<file path="src/tglp_ram.sv">
// generic single write, single read ram with registered read data
module tglp_ram #(
    parameter int WIDTH = 32,
    parameter int DEPTH = 64
) (
    input  logic                     aclk,
    input  logic                     wr_en,
    input  logic [$clog2(DEPTH)-1:0] wr_addr,
    input  logic [WIDTH-1:0]         wr_data,
    input  logic [$clog2(DEPTH)-1:0] rd_addr,
    output logic [WIDTH-1:0]         rd_data
);
    logic [WIDTH-1:0] mem [DEPTH];

    always_ff @(posedge aclk) begin
        if (wr_en) begin
            mem[wr_addr] <= wr_data;
        end
        rd_data <= mem[rd_addr];
    end
endmodule

</file>
<file path="config.mk">
export PLATFORM = sky130hd
export DESIGN_NAME = tglp_ram
export DESIGN_NICKNAME = d
export VERILOG_FILES = /design/src/tglp_ram.sv
export SDC_FILE = /design/constraint.sdc
export NUM_CORES = 2
export LEC_CHECK = 0
export ABC_AREA = 1
export BUFFER_PORTS_ARGS = -buffer_cell sky130_fd_sc_hd__buf_2
export CORE_ASPECT_RATIO = 0.9
export CORE_MARGIN = 2
export CORE_UTILIZATION = 45
export CTS_CLUSTER_SIZE = 8
export DETAILED_ROUTE_END_ITERATION = 8
export SYNTH_ARGS = -nofsm -noshare
export SYNTH_HDL_FRONTEND = slang
export SYNTH_SLANG_ARGS = --single-unit
</file>
<file path="constraint.sdc">
create_clock -name aclk -period 5.08 [get_ports aclk]
set_input_delay 0 -clock aclk [delete_from_list [all_inputs] [get_ports aclk]]
set_output_delay 0 -clock aclk [all_outputs]
set_load 0.005 [all_outputs]
</file>
Word level (Yosys, flattened, before mapping)
Memories as Yosys holds them, arrays and structs flattened. A register that Yosys moved wholly into a read port is not among the register bits.
Index checks and enable logic that the tools add are counted.
Storage, ports and cells
  word-level logic and storage cells: 3
  memories: 1
  input port bits: 46
  output and inout port bits: 32
  bits in writable memories: 2048
  flip-flop bits (word level): 0
Memory list
  mem: words 64, width 32, read ports 1, clocked after Yosys merged registers in 1, write ports 1, line 13  | logic [WIDTH-1:0] mem [DEPTH];
Cells by class
  muxes and demuxes: 2
Operator list (count)
  $mux W1: 2

Longest topological paths before layout
  depth in word-level cells: 2
  mapped depth: 13
  mapped depth without buffers: 9

Worst setup path after synthesis
Ideal clock, no wire load.
  path kind: input -> register
  start point: input port wr_en
  end point: memory mem[48][0] (enable)
  buffers on the path: 1
  arrival time: 3.628 ns
  stages on the path: 3
  setup slack: 0.950 ns
  data required time: 4.578 ns
  library setup time: 0.502 ns
  cell sequence: clkbuf_1 > nand4_1 > nor4_1
On the way
  cells in the longest elaborated chain, start to end: 2
RTL lines
  from (decl): line 7  | input logic wr_en,
  $mux W1: line 16  | if (wr_en) begin
  $mux W1 (implied by the code): line 17  | mem[wr_addr] <= wr_data;
  to (decl): line 13
Every way passes these cells.

==> flow_summary.yaml <==
final_layout:
  layout_commonest_cell: "nand2_1"
  area_growth_pct: 14.2
  final_nets: 6933
  layout-drive-gt1-share_pct: 8.70
  final_cell_mix: "2,248 x nand2_1, 2,048 x edfxtp_1, 1,907 x nand3_1, 319 x clkbuf_16, 118 x buf_4"
  multi_input_area_um2: 18800
  seqCellArea_um2: 62100
  fill_cells: 15468
  stdcell_count: 9384
placement:
  place_inst: 8947
  dp_slack_ps: 1880
  gp_congestion: 0.861
  post-dp-hpwl_um: 124000
  io_buffers: 77
synth:
  syn-num-nets: 6815
  synth_top_family_by_area: "simple AND/OR/NAND/NOR gates"
  synth_simple_gate_area_share_pct: 22.1
  synth_compound_area_share_pct: 0
  synthAdderAreaFrac_pct: 0
  synth_warnings: 0
  synth_xor_area_share_pct: 0
  ys_ff_latch: 2080
  synthDistinctLibCells: 16
  avgSynthCellArea_um2: 12.2
  syn_area_um2: 82700
  muxShareOfSynthArea_pct: 0
  yosysSeqAreaShare_pct: 75.1
  synth_cells: 6769
global_route:
  grt_pass1_vias: 51868
  antenna_found_initial: 14
  globalRoute.totalOverflow: 0
  grt_pass1_wl_um: 355000
  track_usage_pct: 25.7
  grt_max_degree: 184
drt:
  drtIter0Drc: 6839
  vias_per_cell: 5.78
  wl_per_cell_um: 26.0
  routed_wl_um: 244000
  drc: 0
  dr.pass1.iters: 8
  ant_nets: 0
  vias: 54268
floorplan:
  coreArea_um2: 183000
  ios: 78
  rows: 149
  fp.dieW_um: 456
  die_area_um2: 187000
  fp.dieH_um: 411
  initial_core_util_pct: 45.2
clocking:
  cts_resized: 0
  cts_tree: "built"
  clock_sinks: 2080
  post_cts_buffers: 0
  clock_latency_ps: 930
  cts_max_level: 5
  root_buffer: "clkbuf_16"
  cts-hold-fix-buffers: 44
  numCtsBuffers: 310
  clkTransAtPathRegs_ps: 50
  cts_buffer_depth: 4
sta:
  fin_crit_sh_pct: 70.5
  fmax_mhz: 279
  tightest_slew_ps: 1400
  hold_ws_ps: 166
  skew_ps: 60.9
  fin_tns_setup_ps: 0
  maxSlewHeadroom_pct: 6.24
  setup_viol: 0
  rsz0062_at_grt: "false"
  hold_viol_final: 0
  fin_crit_ps: 3580
  slew_violations: 0
  fin_ws_ps: 1500
worst_hold_path:
  hp-start: "wr_addr[4]"
  worstHoldPathType: "in2reg"
critical_path:
  arrival_ps: 4390
  reg2reg_from: "mem[33][2]$_DFFE_PP_"
  end_kind: "flip-flop"
  crit_type: "in2reg"
  setup.worst_path.start: "rd_addr[0]"
  critical_path.max_fanout: 169
  required_ps: 5890
  critPathLaunchType: "input pin"
run:
  maxCapViolCount: 0
power_and_ir_drop:
  p_leak_nw: 33.2
  power.total_w: 0.0394
  irDropWorstVdd_mv: 0.226
  power.density_nw_per_um2: 417
run_status:
  status: "finished, final reports clean"
-- report_power, final --
part	internal, W	switching (W)
logic	0.000531	0.00175
clock network	0.0111	0.00689
registers	0.0190	0.0000780
-- stage by stage --
stage | cell area [µm²] | util (%)
2_1_floorplan | 82700 | -
3_3_place_gp | 85800 | 46.9
3_5_place_dp | 85800 | 46.9
4_1_cts | 94500 | 51.7
5_1_grt | 94500 | 51.7
6_report | 94500 | 51.7
-- cell families after synthesis --
group                  Yosys count
buffers and inverters          461
flip-flops                    2080
AND/OR/NAND/NOR               4228
-- flip-flops by register name, indices dropped and copies added, names as in the netlist --
register and count:
mem 2048, rd_data 32
-- worst max-delay path, cell delays in order --
cell and delay (ps):
dlygate4sd3_1 570, buf_8 380, inv_16 220, buf_4 470, nand2_1 90, nand3_1 70
nand3_1 150, nand3_1 310, nand3_1 420, nand2_1 100, nand2_1 70, dlygate4sd3_1 560
nand2_1 60, dlygate4sd3_1 550
-- cell usage after synthesis --
master | instances | area [µm²]
nor4_1 | 8 | 50.1
buf_1 | 40 | 150
clkbuf_1 | 77 | 289
nor2_1 | 56 | 210
buf_4 | 45 | 338
inv_1 | 9 | 33.8
buf_6 | 3 | 33.8
dfxtp_1 | 32 | 641
nand2_1 | 2248 | 8440
buf_2 | 282 | 1410
inv_2 | 2 | 7.51
edfxtp_1 | 2048 | 61500
inv_4 | 1 | 6.26
buf_8 | 2 | 30.0
nand3_1 | 1907 | 9540
nand4_1 | 9 | 56.3
-- final timing paths --
| check | cells past startpoint | endpoint | slack, ps |
|---|---|---|---|
| max | 14 | rd_data[2]$_DFF_P_ | 1500 |
| min | 4 | mem[54][10]$_DFFE_PP_ | 170 |
| min reg2reg | 8 | rd_data[29]$_DFF_P_ | 800 |
| max reg2reg | 10 | rd_data[2]$_DFF_P_ | 2240 |
-- area by class of cell --
cell class,instances,share of cell area (%)
clock buffer,380,8.69
timing repair buffer,255,2.33
clock inverter,7,0.0636
tap,2416,3.20
sequential,2080,65.8
multi-input combinational,4228,19.9
antenna,6,0.0159
inverter,12,0.0874
-- per-layer routing --
layer | vias up | share of wire (%) | global-route usage [%]
li1 | 24279 | - | -
met1 | 27019 | 42 | 36.2
met2 | 2513 | 46 | 39.6
met3 | 455 | 8.6 | 4.91
met4 | 2 | 3.6 | 9.99
met5 | - | 0.0053 | 0
Note: power is estimated with default switching activity, not from simulation.
