$ cat src/tglp_pkg.sv
// shared constants, types and codes of the group lasso proximal block
package tglp_pkg;

    localparam int VEC_LEN    = 64;
    localparam int VEC_AW     = $clog2(VEC_LEN);
    localparam int MAX_GROUPS = 32;
    localparam int GRP_AW     = $clog2(MAX_GROUPS);
    localparam int GRP_W      = 44;

    localparam logic REG_VECTOR_LENGTH = 1'b0;
    localparam logic REG_GROUP_COUNT   = 1'b1;

    typedef enum logic [1:0] {
        OP_LOAD_ELEM  = 2'd0,
        OP_LOAD_GROUP = 2'd1,
        OP_RUN        = 2'd2,
        OP_UNUSED     = 2'd3
    } op_t;

    typedef enum logic [1:0] {
        ALU_MUL  = 2'd0,
        ALU_SQRT = 2'd1,
        ALU_DIV  = 2'd2,
        ALU_NONE = 2'd3
    } alu_op_t;

    typedef struct packed {
        logic        start;
        alu_op_t     op;
        logic [63:0] a;
        logic [31:0] b;
    } alu_req_t;

endpackage

$ cat src/tglp_alu.sv
// shared arithmetic unit: registered multiply, bit-serial square root and divide
module tglp_alu (
    input  logic               aclk,
    input  logic               aresetn,
    input  tglp_pkg::alu_req_t req,
    output logic               done,
    output logic [63:0]        res
);
    import tglp_pkg::*;

    alu_op_t     op_reg, op_next;
    logic        busy_reg, busy_next;
    logic        done_reg, done_next;
    logic [5:0]  cnt_reg, cnt_next;
    logic [63:0] x_reg, x_next;
    logic [34:0] rem_reg, rem_next;
    logic [63:0] res_reg, res_next;
    logic [31:0] d_reg, d_next;

    logic [34:0] sq_sh, sq_trial;
    logic [32:0] dv_sh;

    always_comb begin
        sq_sh    = {rem_reg[32:0], x_reg[63:62]};
        sq_trial = {1'b0, res_reg[31:0], 2'b01};
        dv_sh    = {rem_reg[31:0], x_reg[63]};
        op_next   = op_reg;
        busy_next = busy_reg;
        done_next = 1'b0;
        cnt_next  = cnt_reg;
        x_next    = x_reg;
        rem_next  = rem_reg;
        res_next  = res_reg;
        d_next    = d_reg;
        if (req.start) begin
            op_next  = req.op;
            cnt_next = '0;
            d_next   = req.b;
            case (req.op)
                ALU_MUL: begin
                    res_next  = 64'(req.a[31:0] * req.b);
                    done_next = 1'b1;
                end
                ALU_SQRT: begin
                    busy_next = 1'b1;
                    x_next    = req.a;
                    rem_next  = '0;
                    res_next  = '0;
                end
                ALU_DIV: begin
                    busy_next = 1'b1;
                    x_next    = {req.a[31:0], 32'd0};
                    rem_next  = {3'd0, req.a[63:32]};
                    res_next  = '0;
                end
                default: begin
                    done_next = 1'b1;
                end
            endcase
        end else if (busy_reg) begin
            cnt_next = cnt_reg + 6'd1;
            case (op_reg)
                ALU_SQRT: begin
                    x_next = {x_reg[61:0], 2'b00};
                    if (sq_sh >= sq_trial) begin
                        rem_next = sq_sh - sq_trial;
                        res_next = {res_reg[62:0], 1'b1};
                    end else begin
                        rem_next = sq_sh;
                        res_next = {res_reg[62:0], 1'b0};
                    end
                end
                ALU_DIV: begin
                    x_next = {x_reg[62:0], 1'b0};
                    if (dv_sh >= {1'b0, d_reg}) begin
                        rem_next = 35'(dv_sh - {1'b0, d_reg});
                        res_next = {res_reg[62:0], 1'b1};
                    end else begin
                        rem_next = 35'(dv_sh);
                        res_next = {res_reg[62:0], 1'b0};
                    end
                end
                default: begin
                    res_next = res_reg;
                end
            endcase
            if (cnt_reg == 6'd31) begin
                busy_next = 1'b0;
                done_next = 1'b1;
            end
        end
    end

    always_ff @(posedge aclk) begin
        if (!aresetn) begin
            op_reg   <= ALU_NONE;
            busy_reg <= 1'b0;
            done_reg <= 1'b0;
            cnt_reg  <= '0;
        end else begin
            op_reg   <= op_next;
            busy_reg <= busy_next;
            done_reg <= done_next;
            cnt_reg  <= cnt_next;
        end
        x_reg   <= x_next;
        rem_reg <= rem_next;
        res_reg <= res_next;
        d_reg   <= d_next;
    end

    assign done = done_reg;
    assign res  = res_reg;
endmodule

$ cat config.mk
export PLATFORM = sky130hd
export DESIGN_NAME = tglp_alu
export DESIGN_NICKNAME = d
export VERILOG_FILES = /design/src/tglp_pkg.sv /design/src/tglp_alu.sv
export SDC_FILE = /design/constraint.sdc
export NUM_CORES = 2
export LEC_CHECK = 0
export BUFFER_PORTS_ARGS = -buffer_cell sky130_fd_sc_hd__buf_2
export CORE_MARGIN = 5
export CORE_UTILIZATION = 57
export CTS_CLUSTER_SIZE = 16
export DETAILED_ROUTE_END_ITERATION = 8
export GPL_TIMING_DRIVEN = 0
export PLACE_DENSITY = 0.77
export SLEW_MARGIN = 0
export SYNTH_ARGS = -nofsm -noshare
export SYNTH_HDL_FRONTEND = slang
export SYNTH_SLANG_ARGS = --single-unit
export TNS_END_PERCENT = 20
$ cat constraint.sdc
create_clock -name aclk -period 9 [get_ports aclk]
set_input_delay 1.35 -clock aclk [delete_from_list [all_inputs] [get_ports aclk]]
set_output_delay 1.35 -clock aclk [all_outputs]
set_load 0.05 [all_outputs]
# After elaboration in Yosys (flattened, before gate mapping)
# Index checks and enable logic that the tools add are counted.
[op_classes]
n_mux = 24
reduce_logical = 7
add_sub_neg = 3
magnitude_cmp = 2
n_eq_ne = 8
mul = 1
bitwise = 1
[ops]
columns = ["operator", "n"]
rows = [
  ["64-bit case mux with 2 select lines", 4],
  ["64-bit two-way mux", 4],
  ["33-bit two-way mux", 4],
  ["33-bit case mux with 2 select lines", 2],
  ["32-bit by 32-bit multiplier with 64-bit output", 1],
  ["35-bit by 34-bit greater-or-equal comparator with 1-bit output", 1],
  ["33-bit by 32-bit greater-or-equal comparator with 1-bit output", 1],
  ["33-bit by 32-bit subtractor with 33-bit output", 1],
  ["33-bit subtractor", 1],
  ["1-bit two-way mux", 10],
  ["6-bit by 1-bit adder with 6-bit output (second input constant)", 1],
  ["6-bit by 5-bit equality test with 1-bit output (second input constant)", 1],
  ["3-bit AND reduction", 2],
  ["2-bit by 1-bit equality test with 1-bit output (second input constant)", 2],
  ["2-bit equality test (second input constant)", 2],
  ["2-bit OR reduction", 2],
  ["3-bit by 1-bit inequality test with 1-bit output (second input constant)", 1],
  ["3-bit by 2-bit inequality test with 1-bit output (second input constant)", 1],
  ["3-bit nonzero test", 1],
  ["2-bit zero test", 1],
  ["2-bit inequality test (second input constant)", 1],
  ["2-bit nonzero test", 1],
  ["1-bit inverter", 1],
]
[word_totals]
output_inout_bits = 65
word_cells = 54
regBits = 203
inputBits = 101

# Longest topological paths before layout
[logic_depth]
ltp_word = 5
ltp_mapped = 30
depth_no_buf = 28

# Least setup slack after synthesis
# Ideal clock, no wire load.
[synth_path]
path_type = "in2reg"
startpoint = "in req[63] in the netlist's numbering"
endpoint = "reg res_reg[58] (netlist: res[58]) (data pin)"
setup_time_ns = 0.256
t_arrival_ns = 8.247
t_required_ns = 8.744
slack_ns = 0.496
cell_stages = 28
cell_sequence = "clkbuf_1 nand2_1 fa_1 inv_1 fa_1 fa_1 inv_1 fa_1 inv_1 fa_1 fa_1 fa_1 inv_1 fa_1 inv_1 ha_1 clkbuf_1 nand3_1 nor3_1 and2_1 o311a_1 o31a_1 a41oi_1 or3_1 and2_1 o21ai_1 xnor2_1 a22o_1"
[synth_via]
elab_chain_cells = 3
[synth_rtl]
columns = ["element", "line", "source"]
rows = [
  ["start: declaration", "tglp_alu.sv:5", "input tglp_pkg::alu_req_t req,"],
  ["32-bit by 32-bit multiplier with 64-bit output", "tglp_alu.sv:41", "res_next = 64'(req.a[31:0] * req.b);"],
  ["64-bit case mux with 2 select lines", "tglp_alu.sv:39", "case (req.op)"],
  ["64-bit two-way mux", "tglp_alu.sv:35", "if (req.start) begin"],
  ["named net res_next[58]", "tglp_alu.sv:17", "logic [63:0] res_reg, res_next;"],
  ["end signal: assignment", "tglp_alu.sv:108", "res_reg <= res_next;"],
  ["end: declaration", "tglp_alu.sv:17", ""],
]
# The timed path passes the listed nets, and every way through them passes these cells.
# A chain may end at the register's enable or synchronous reset.

# Final worst setup path
[layout_path]
startpoint = "in req[28] in the netlist's numbering"
endpoint = "reg res_reg[62] (netlist: res[62]) (data pin)"
# The elaborated chain is that of the path after synthesis.

==> impl_metrics.yaml <==
drt:
  drt_iter0_markers: 4444
  detail_route.wirelength_mm: 174
  ant_nets: 0
  avgRoutedWirePerCell_um: 27.9
  vias: 38400
  drtPass1Iterations: 6
  viasPerCell: 6.15
  drc: 0
worst_hold_path:
  min_path_type: "flop to flop"
global_routing:
  globalRouteTotalUtil_pct: 40.0
  antenna_found_initial: 21
  gr-total-overflow: 0
  grt_pass1_vias: 38800
  grt_pass1_wl_mm: 253
  grt_max_degree: 34
worst_setup_path:
  crit_arrival_ps: 9310
  r2r_slack_ps: 4590
  cp-end-kind: "flop"
  start_kind: "primary input"
  crit_type: "primary input to flop"
  critPathMaxFanout: 10
  cp.required_ps: 9240
logic_synthesis:
  ys.flop_type: "edfxtp_1"
  synth_top_area_share_pct: 38.9
  synth-warning-count: 0
  avgSynthCellArea_sq_um: 9.29
  synth_seq_cells: 203
  synthTopCellsByArea: "fa_1 39%, edfxtp_1 13%, ha_1 9.0%, and2_1 8.1%, inv_1 7.6%"
  synth.distinct_cells: 72
  async_flop_share_pct: 0
  syn-num-nets: 6302
  synth_area_leader_cell: "fa_1"
  netlist_area_sq_um: 46200
  synth-edff-count: 193
  synth-seq-area-share_pct: 13.0
  synth_cells: 4971
die:
  initial_utilization_pct: 57.4
  coreArea_sq_um: 80400
  placement_rows: 104
  die_h_um: 295
  die_w_um: 295
  die_area_sq_um: 86800
  ioPinCount: 166
sta:
  holdWs_ps: 511
  finalMaxSlewViolations: 0
  rsz0062_at_grt: "yes"
  finalClockSkew_ps: 27.7
  setup_viol: 2
  max_slew_margin_pct: 34.6
  period_needed_ps: 9070
  period_share_pct: 101
  finalHoldViolCount: 0
  worst_slew_pin_slew_ps: 979
  finalSetupTns_ps: -137
  setup_slack_ps: -72.7
  fmax_ghz: 0.110
clock_network:
  cts.sink_count: 203
  clock_latency_ps: 540
  htreeDepth: 1
  root_buffer: "clkbuf_16"
  cts_buffer_depth: 3
  cts_tree: "built"
  cts.reportedPaths.clkPinSlew_ps: 60
  cts_buffers: 21
layout:
  final_util_pct: 62.5
  drive_gt1_share_pct: 8.58
  fin_nets: 6493
  syn_to_final_growth_pct: 8.95
outcome:
  violations: "negative setup slack"
  outcome: "complete, but fails checks"
placement:
  portBuffers: 165
  gp_congestion: 1.08
  hpwl_mm: 143
run:
  cap_violations: 0
-- kinds of logic after synthesis --
kind of cell / after synthesis / share of synthesized area [%]
xor+xnor: 122 / 2.32
mux: 70 / 1.52
fa+ha+maj: 1230 / 47.9
compound gates: 605 / 8.72
simple gates: 1520 / 16.5
buf+inv: 1221 / 10.0
flops: 203 / 13.0
-- layout make-up --
| cell class | instances | area, sq um |
|---|---|---|
| fill | 6892 | 30100 |
| buffer | 285 | 2020 |
| multi-input combinational | 3547 | 35800 |
| antenna | 15 | 37.5 |
| inverter | 932 | 3500 |
| clock buffer | 28 | 573 |
| sequential | 203 | 6000 |
| clock inverter | 8 | 93.8 |
| tap | 1060 | 1330 |
| timing repair buffer | 172 | 996 |
-- cells in the final DEF (no fill, tap or decap), drive strengths merged, types with 12 or more instances in the layout --
master / count
and2: 600
o21bai: 17
nor2b: 12
a21oi: 176
o211ai: 37
nor2: 83
a32o: 16
clkbuf: 261
a22o: 29
o22ai: 31
o21ai: 109
xor2: 52
nor3: 12
a211oi: 17
diode: 15
inv: 934
and3: 42
nand2: 666
mux2i: 70
nand4: 28
edfxtp: 193
nand3: 30
buf: 224
ha: 333
fa: 897
xnor2: 70
nand2b: 18
a21o: 77
-- per-stage QoR --
stage / worst slack, ps / cells / cell area [sq um]
after floorplan: 496 / 4971 / 46200
after global routing: -131 / 6238 / 50300
after global placement: -2350 / 6196 / 48300
final: -72.7 / 6250 / 50300
after detailed placement: -1990 / 6200 / 48400
after CTS: 5.25 / 6233 / 50000
-- per-layer routing --
metal	part of all wire [%]	track usage [%]	wire (um)	up-vias
li1	-	-	-	15900
met1	36	51.9	62800	19400
met2	43	59.4	74100	2563
met3	12	9.31	20700	639
met4	9.5	28.3	16600	2
met5	0.0057	0	10	-
-- final timing paths --
check             startpoint           to  depth (start not counted)
setup / recovery     req[28]      res[62]                         26
hold reg to reg   cnt_reg[5]   cnt_reg[5]                          2
hold / removal    cnt_reg[5]   cnt_reg[5]                          2
setup reg to reg  rem_reg[0]  rem_reg[24]                         14
-- critical path, stage by stage --
cell	delay, ps
buf_2	270
clkbuf_2	430
nand2_1	120
fa_1	490
inv_1	50
fa_1	580
fa_1	460
fa_1	530
fa_1	430
fa_1	460
fa_1	490
inv_1	80
fa_1	530
inv_1	60
ha_1	260
buf_2	180
nand4_1	210
nor3_4	320
and2_4	200
o311a_4	290
o31a_1	230
a41oi_2	190
or3_4	440
o41ai_2	310
xnor2_1	200
o31ai_2	90
-- Yosys cell counts, types with 30 or more instances --
| cell type | number |
|---|---|
| a21o_1 | 77 |
| a21oi_1 | 174 |
| and2_1 | 600 |
| and3_1 | 42 |
| clkbuf_1 | 270 |
| edfxtp_1 | 193 |
| fa_1 | 897 |
| ha_1 | 333 |
| inv_1 | 932 |
| mux2i_1 | 70 |
| nand2_1 | 666 |
| nand3_1 | 30 |
| nor2_1 | 83 |
| o211ai_1 | 37 |
| o21ai_0 | 101 |
| o22ai_1 | 31 |
| xnor2_1 | 70 |
| xor2_1 | 52 |
-- timing repair --
item                       CTS  global route
buffers inserted             1             2
hold buffers                 0             0
gates resized for setup    346           146
pin swaps                    2             8
setup endpoints to repair   32            14
Power is left out: the tool's default activity adds up to more than one toggle a clock period on the data nets, which glitch-free logic cannot reach.
